`src/rtl/stmm_pkg.sv`:
```
// Package for the sparse-table range min/max block.
// Holds sizes, item kinds, status codes, sequencer states and the RAM control bundle.
// No dependencies.
package stmm_pkg;

    localparam int DEPTH      = 1024;
    localparam int LEVELS     = 11;
    localparam int VALUE_BITS = 32;

    localparam int IDX_W     = $clog2(DEPTH);
    localparam int CNT_W     = $clog2(DEPTH + 1);
    localparam int LVL_W     = $clog2(LEVELS);
    localparam int ADDR_W    = LVL_W + IDX_W;
    localparam int MEM_WORDS = LEVELS * DEPTH;

    typedef logic signed [VALUE_BITS-1:0] value_t;

    typedef enum logic [1:0] {
        KIND_LOAD  = 2'd0,
        KIND_BUILD = 2'd1,
        KIND_QUERY = 2'd2,
        KIND_CLEAR = 2'd3
    } kind_t;

    typedef enum logic [1:0] {
        STAT_OK      = 2'd0,
        STAT_RANGE   = 2'd1,
        STAT_FULL    = 2'd2,
        STAT_UNBUILT = 2'd3
    } status_t;

    typedef enum logic [2:0] {
        ST_IDLE,
        ST_LOAD,
        ST_CLEAR,
        ST_QRY_RD,
        ST_QRY_CMP,
        ST_BLD_RD,
        ST_BLD_WR,
        ST_RESP
    } state_t;

    // Shared by the min and max table RAMs: one write port, two read ports.
    typedef struct packed {
        logic              we;
        logic [ADDR_W-1:0] waddr;
        logic [ADDR_W-1:0] raddr_a;
        logic [ADDR_W-1:0] raddr_b;
    } ram_ctl_t;

endpackage

```
`src/rtl/stmm_minmax.sv`:
```
// Shared signed compare unit: minimum of one pair, maximum of another.
// Depends on stmm_pkg.
module stmm_minmax
    import stmm_pkg::*;
(
    input  value_t min_a,
    input  value_t min_b,
    input  value_t max_a,
    input  value_t max_b,
    output value_t lo,
    output value_t hi
);

    assign lo = (min_a < min_b) ? min_a : min_b;
    assign hi = (max_a > max_b) ? max_a : max_b;

endmodule

```
`config.mk`:
```
export PLATFORM = sky130hd
export DESIGN_NAME = stmm_minmax
export DESIGN_NICKNAME = d
export VERILOG_FILES = /design/src/rtl/stmm_pkg.sv /design/src/rtl/stmm_minmax.sv
export SDC_FILE = /design/constraint.sdc
export NUM_CORES = 1
export LEC_CHECK = 0
export BUFFER_PORTS_ARGS = -buffer_cell sky130_fd_sc_hd__buf_2
export CAP_MARGIN = 10
export CELL_PAD_IN_SITES_DETAIL_PLACEMENT = 1
export CELL_PAD_IN_SITES_GLOBAL_PLACEMENT = 2
export CORE_UTILIZATION = 22
export DETAILED_ROUTE_END_ITERATION = 7
export PLACE_DENSITY = 0.93
export SLEW_MARGIN = 10
export SYNTH_ARGS = -nofsm -noshare
export SYNTH_HDL_FRONTEND = slang
export SYNTH_SLANG_ARGS = --single-unit
```
`constraint.sdc`:
```
create_clock -name vclk -period 6.6
set_input_delay 0.33 -clock vclk [all_inputs]
set_output_delay 0.33 -clock vclk [all_outputs]
set_load 0.005 [all_outputs]
```
# [Yosys cells after proc, flatten, opt, wreduce, memory -nomap -nowiden]
# Index checks and enable logic that the tools add are counted.
[word_totals] ff_bits=0 in_bits=128
[classes] order_cmp=2 mux=2
[ops] cell="$mux 32" count=2
[ops] cell="$gt 32x32->1" count=1
[ops] cell="$lt 32x32->1" count=1

# [Logic depth before layout (Yosys ltp)]
# Gate-level depths: netlist (run 1).
[logic_depth] depth_word=2 mapped_depth=9 mapped_depth_nobuf=8

# [Least setup slack after synthesis (run 1)]
# Ideal clock, no wire load.
[synth_timing] path_kind="input port to output port" from="in min_b[2]" to="out lo[10]" arrival_time_ns=2.482 slack_ns=3.788 cell_stages=9 path_buffers=1 cell_sequence="inv_1 ha_1 a211o_1 a31oi_1 o31ai_1 a2111o_1 a221oi_4 buf_6 mux2_1"
[synth_via] elab_chain_len=2
[synth_rtl] item="from (decl)" line="stmm_minmax.sv:7" source="input value_t min_b,"
[synth_rtl] item="$lt 32x32->1" line="stmm_minmax.sv:14" source="assign lo = (min_a < min_b) ? min_a : min_b;"
[synth_rtl] item="$mux 32" line="stmm_minmax.sv:14"
[synth_rtl] item="to (decl)" line="stmm_minmax.sv:10" source="output value_t lo,"
# No other way between the ends.

# [Worst setup path in the final report (run 1)]
[layout_timing] from="in min_b[5]" to="out lo[15]"
# The elaborated chain is that of the path after synthesis.

==> flow_metrics.tcl, run 1 <==
set metrics [dict create \
    status "completed" \
    core_area_um2 10500 \
    cp-end-kind "output pin" \
    io_buffers 192 \
    crit_fanout 26 \
    arrival_ns 3.22 \
    ys_types 36 \
    holdCritPathClass "in -> out" \
    syn_to_final_growth_pct 45.9 \
    final_nets 675 \
    leakage_nw 2.09 \
    diodes 0 \
    cts_setup_buffers 0 \
    sw_frac_of_total_pct 47.0 \
    multi_input_area_um2 2110 \
    wirelength_um 8670 \
    cp_slowest_stage_delay_ns 0.50 \
    cp.depth 11 \
    combinationalPowerShare_pct 100.0 \
    start_util_pct 23.0 \
    grt_max_degree 33 \
    yosysWarnings 0 \
    yosys-top-cells-area "ha_1 33%, mux2_2 16%, mux2_1 14%" \
    grt_pass1_vias 3118 \
    avgRoutedWirePerCell_um 14.0 \
    avgSynthCellArea_um2 8.18 \
    cp_common_cell "buf_2" \
    timing.setup.tns_ns 0 \
    syn_area_um2 2410 \
    grt_pass1_wl_um 13800 \
    hold_ws_ns 0.951 \
    yosysMostFrequentCell "inv_1" \
    seq_area_um2 0 \
    antenna_found_initial 0 \
    die_area_um2 11400 \
    powerDensity_nw_per_um2 80.8 \
    dieWidth_um 107 \
    maxSlewHeadroom_pct 72.1 \
    rsz0062_at_grt "false" \
    num_io_pins 192 \
    crit_path_end "lo[15]" \
    rows 37 \
    critPathRequiredTime_ns 6.27 \
    worstSetupPathType "in -> out" \
    drv_cap 0 \
    grt_usage_pct 14.4 \
    fmax_mhz 281 \
    power_frac_clock_pct 0 \
    gp_congestion 0.740 \
    dp.cells 618 \
    max_slew.worst_pin.slew_ns 0.419 \
    drive_gt1_share_pct 47.9 \
    cpLargestDelayFamily "compound AO/OA/AOI/OAI gates" \
    seq_area_frac_synth_pct 0 \
    postCtsHoldBufs 0 \
    via_count 2823 \
    max-vdd-ir-drop_mv 0.0415 \
    synth_common_cells "67 x inv_1, 63 x ha_1, 34 x mux2_2" \
    slowest_stage "a2111o_1" \
    drv_slew 0 \
    hold_viol 0 \
    startpoint "min_b[5]" \
    yosysTopAreaCell "ha_1" \
    die_y_um 107 \
    drtAntennaViolNets 0 \
    numSequentialCells 0 \
    final_cells 618 \
    crit_path_cell_trace "buf_2, inv_1, ha_1, a211o_1, a21oi_1, o31ai_1, a2111o_1, a221oi_4, buf_4, mux2_1, buf_2" \
    drt-initial-drc-count 31 \
    path_buf_inv 4 \
    finalCriticalPeriod_ns 3.55 \
    clockBufferCount 0 \
    intPower_w 0.000150 \
    syn_nets 485 \
    globalRouteOverflowTotal 0 \
    hpwl_um 8080 \
    drc 0 \
    fill_cells 1373 \
    finalSetupViolCount 0 \
    synth_top_area_share_pct 32.8 \
    vias_per_cell 4.57 \
    p_switching_w 0.000133 \
    netlist_instances 294 \
    worstHoldPathCells 3 \
    cp-start-kind "input port" \
    seqPwrFrac_pct 0 \
    fin_crit_sh_pct 53.8 \
    cts-resized-gates 0 \
    drt_pre_antenna_iters 4 \
]
## per-layer routing
| metal | vias up | global-route usage, % | part of all wire (%) |
|---|---|---|---|
| li1 | 1436 | - | - |
| met1 | 1343 | 15.6 | 39 |
| met2 | 40 | 31.6 | 59 |
| met3 | 4 | 0.243 | 1.7 |
| met4 | 0 | 0.783 | 0.39 |
| met5 | - | 0 | 0 |
## layout make-up
type / instances / share of cell area [%]
Multi-Input combinational cell: 221 / 60.2
Inverter: 67 / 7.17
Tap cell: 136 / 4.85
Timing Repair Buffer: 194 / 27.8
## stage by stage
stage	cell area [um2]	setup slack (ns)	total power, W	utilization (%)
6_report	3510	3.05	0.000283	33.5
5_1_grt	3510	2.84	0.000317	33.5
4_1_cts	3510	2.98	0.000289	33.5
3_5_place_dp	3510	2.99	0.000286	33.5
3_3_place_gp	3510	3.11	0.000276	33.5
2_1_floorplan	2410	3.79	0.000163	-
## power groups by stage
stage	registers [W]	clock network (W)	logic, W
floorplan	0	0	0.000163
global placement	0	0	0.000276
detailed placement	0	0	0.000286
CTS	0	0	0.000289
global route	0	0	0.000317
finish	0	0	0.000283
## worst min-delay path by stage
stage / from / endpoint / slack (ns)
6_report: min_b[30] / lo[30] / 0.95
5_1_grt: min_b[29] / lo[29] / 0.97
4_1_cts: min_b[27] / lo[27] / 0.95
3_5_place_dp: min_b[30] / lo[30] / 0.95
3_3_place_gp: min_b[30] / lo[30] / 0.95
2_1_floorplan: min_b[10] / lo[10] / 0.77
## kinds of logic after synthesis
kind of cell             synth area share, %
buffers and inverters                   12.5
multiplexers                            30.0
AND/OR/NAND/NOR                         9.10
AO/OA/AOI/OAI                           15.7
adder cells (fa/ha/maj)                 32.8
## layout by cell type (no fill, tap or decap)
master / n
nor3_1: 2
a21oi_1: 19
a211oi_2: 1
nand2b_1: 2
and2_1: 1
a21boi_0: 1
o22ai_1: 1
nand4_1: 12
nor2b_1: 1
a211o_1: 2
and4_1: 2
o2111ai_1: 1
o31ai_1: 1
ha_1: 63
a221oi_1: 2
buf_2: 192
o221ai_2: 1
a32oi_1: 1
mux2_1: 30
a221o_1: 2
o21ai_0: 5
and3_1: 1
a31oi_1: 2
nor4_1: 1
a2111o_1: 1
nand2_1: 7
a21o_1: 9
a221oi_4: 1
inv_1: 67
nor2_1: 6
buf_4: 2
o211ai_1: 1
nand3_1: 6
mux2_2: 34
o21a_1: 1
o211a_1: 1
(Power assumes the default switching activity.)
==> inputs of run 2 (changes only) <==
--- a/config.mk
+++ b/config.mk
@@ -9,9 +9,9 @@
 export CAP_MARGIN = 10
 export CELL_PAD_IN_SITES_DETAIL_PLACEMENT = 1
 export CELL_PAD_IN_SITES_GLOBAL_PLACEMENT = 2
-export CORE_UTILIZATION = 22
+export CORE_UTILIZATION = 19
 export DETAILED_ROUTE_END_ITERATION = 7
-export PLACE_DENSITY = 0.93
+export PLACE_DENSITY = 0.86
 export SLEW_MARGIN = 10
 export SYNTH_ARGS = -nofsm -noshare
 export SYNTH_HDL_FRONTEND = slang
==> constraint.sdc (replaced) <==
create_clock -name vclk -period 2.89
set_input_delay 0.1445 -clock vclk [all_inputs]
set_output_delay 0.1445 -clock vclk [all_outputs]
set_load 0.005 [all_outputs]
==> run 2 against run 1 <==
  * Global-route usage shrank 2.5 points
  * Highest routed layer unchanged
  * Wire length down 0.27%
  * Core utilization shrank 3.8 points
  * Critical path type unchanged
  * Setup slack got worse by 2.9 ns
==> flow_metrics.tcl, run 2 (synthesis gave the netlist of run 1 again) <==
set metrics [dict create \
    final_cells 655 \
    worstSetupPathType "in -> out" \
    multi_input_area_um2 2110 \
    finalPower_w 0.000682 \
    crit_fanout 12 \
    seq_area_um2 0 \
    final_cell_mix "192 x buf_2, 67 x inv_1, 63 x ha_1, 34 x mux2_2, 30 x mux2_1" \
    finalSetupViolCount 0 \
    die_y_um 115 \
    leakage_nw 2.13 \
    hold_ws_ns 0.579 \
    die_area_um2 13100 \
    critPathRequiredTime_ns 2.75 \
    postPlaceCellArea_um2 3580 \
    powerDensity_nw_per_um2 188 \
    finalCriticalPeriod_ns 2.78 \
    layout_commonest_cell "buf_2" \
    via_count 2834 \
    final_nets 680 \
    avgRoutedWirePerCell_um 13.2 \
    startpoint "min_a[2]" \
    fill_cells 1572 \
    io_buffers 192 \
    hpwl_um 8120 \
    status "completed" \
    num_io_pins 192 \
    cp_slowest_stage_delay_ns 0.43 \
    drt-initial-drc-count 35 \
    fmax_mhz 360 \
    rsz0062_at_grt "false" \
    grt_pass1_vias 2958 \
    cp_common_cell "buf_2" \
    wirelength_um 8640 \
    fin_crit_sh_pct 96.2 \
    drc 0 \
    max_slew.worst_pin.slew_ns 0.386 \
    dp.cells 653 \
    drv_cap 0 \
    core_area_um2 12200 \
    drive_gt1_share_pct 48.5 \
    cp-end-kind "output pin" \
    antenna_found_initial 0 \
    postCtsHoldBufs 0 \
    max-vdd-ir-drop_mv 0.0664 \
    start_util_pct 19.8 \
    crit_path_cell_trace "buf_2, ha_1, a211o_1, a31oi_1, o31ai_1, a2111o_1, a221oi_4, buf_6, clkbuf_16, mux2_1, buf_2" \
    slowest_stage "a2111o_1" \
    hold_viol 0 \
    numSequentialCells 0 \
    cp-start-kind "input port" \
    clockBufferCount 0 \
    globalRouteOverflowTotal 0 \
    diodes 0 \
    drtAntennaViolNets 0 \
    grt_usage_pct 12.0 \
    timing.setup.tns_ns 0 \
    vias_per_cell 4.33 \
    arrival_ns 2.64 \
    grt_max_degree 25 \
    gp_congestion 0.790 \
    crit_path_end "lo[9]" \
    grt_pass1_wl_um 13100 \
    dieWidth_um 115 \
    drv_slew 0 \
    rows 40 \
    holdCritPathClass "in -> out" \
    syn_to_final_growth_pct 50.5 \
    fin_area_um2 3620 \
    maxSlewHeadroom_pct 74.0 \
    drt_pre_antenna_iters 4 \
]
## run 2: cell types whose count changed in the layout (fill, tap and decap cells not counted), sizes merged
cell,delta
clkbuf,+1
buf,+4
## run 2: worst min-delay path by stage
stage | endpoint | depth (start not counted) | slack [ns] | start
2_1_floorplan | lo[10] | 1 | 0.40 | min_b[10]
3_3_place_gp | lo[28] | 3 | 0.58 | min_b[28]
3_5_place_dp | lo[26] | 3 | 0.58 | min_b[26]
4_1_cts | lo[26] | 3 | 0.58 | min_b[26]
5_1_grt | lo[18] | 3 | 0.59 | min_b[18]
6_report | lo[26] | 3 | 0.58 | min_b[26]
## run 2: layout make-up
class | instances | share of cell area [%]
timing repair buffer | 199 | 28.9
multi-input combinational | 221 | 58.3
inverter | 67 | 6.95
tap | 168 | 5.81
## run 2: report_power, final
part | switching (W) | leakage, nW | internal [W]
Clock | 0 | 0 | 0
Sequential | 0 | 0 | 0
Combinational | 0.000310 | 2.13 | 0.000372
Total | 0.000310 | 2.13 | 0.000372
## run 2: metrics by stage
step	setup slack [ns]	util (%)
6_report	0.108	29.8
5_1_grt	0.00154	29.8
4_1_cts	0.0332	29.5
3_5_place_dp	0.0332	29.5
3_3_place_gp	0.129	29.5
2_1_floorplan	0.449	-
## run 2: repair_timing
item	CTS	global route
hold endpoints to repair	0	0
buffers inserted	0	1
gates resized for setup	0	1
setup endpoints to repair	0	31
## run 2: metal layers
layer	up-vias	wire, um	global-route usage, %
li1	1453	-	-
met1	1317	3160	12.2
met2	62	5190	27.3
met3	2	253	0.212
met4	0	40	0.519
met5	-	0	0
## run 2: critical path, delay by kind of cell
family          cells  cell delay (ns)
fa+ha+maj           1             0.30
buf+inv             4             0.56
compound gates      5             1.30
mux                 1             0.32
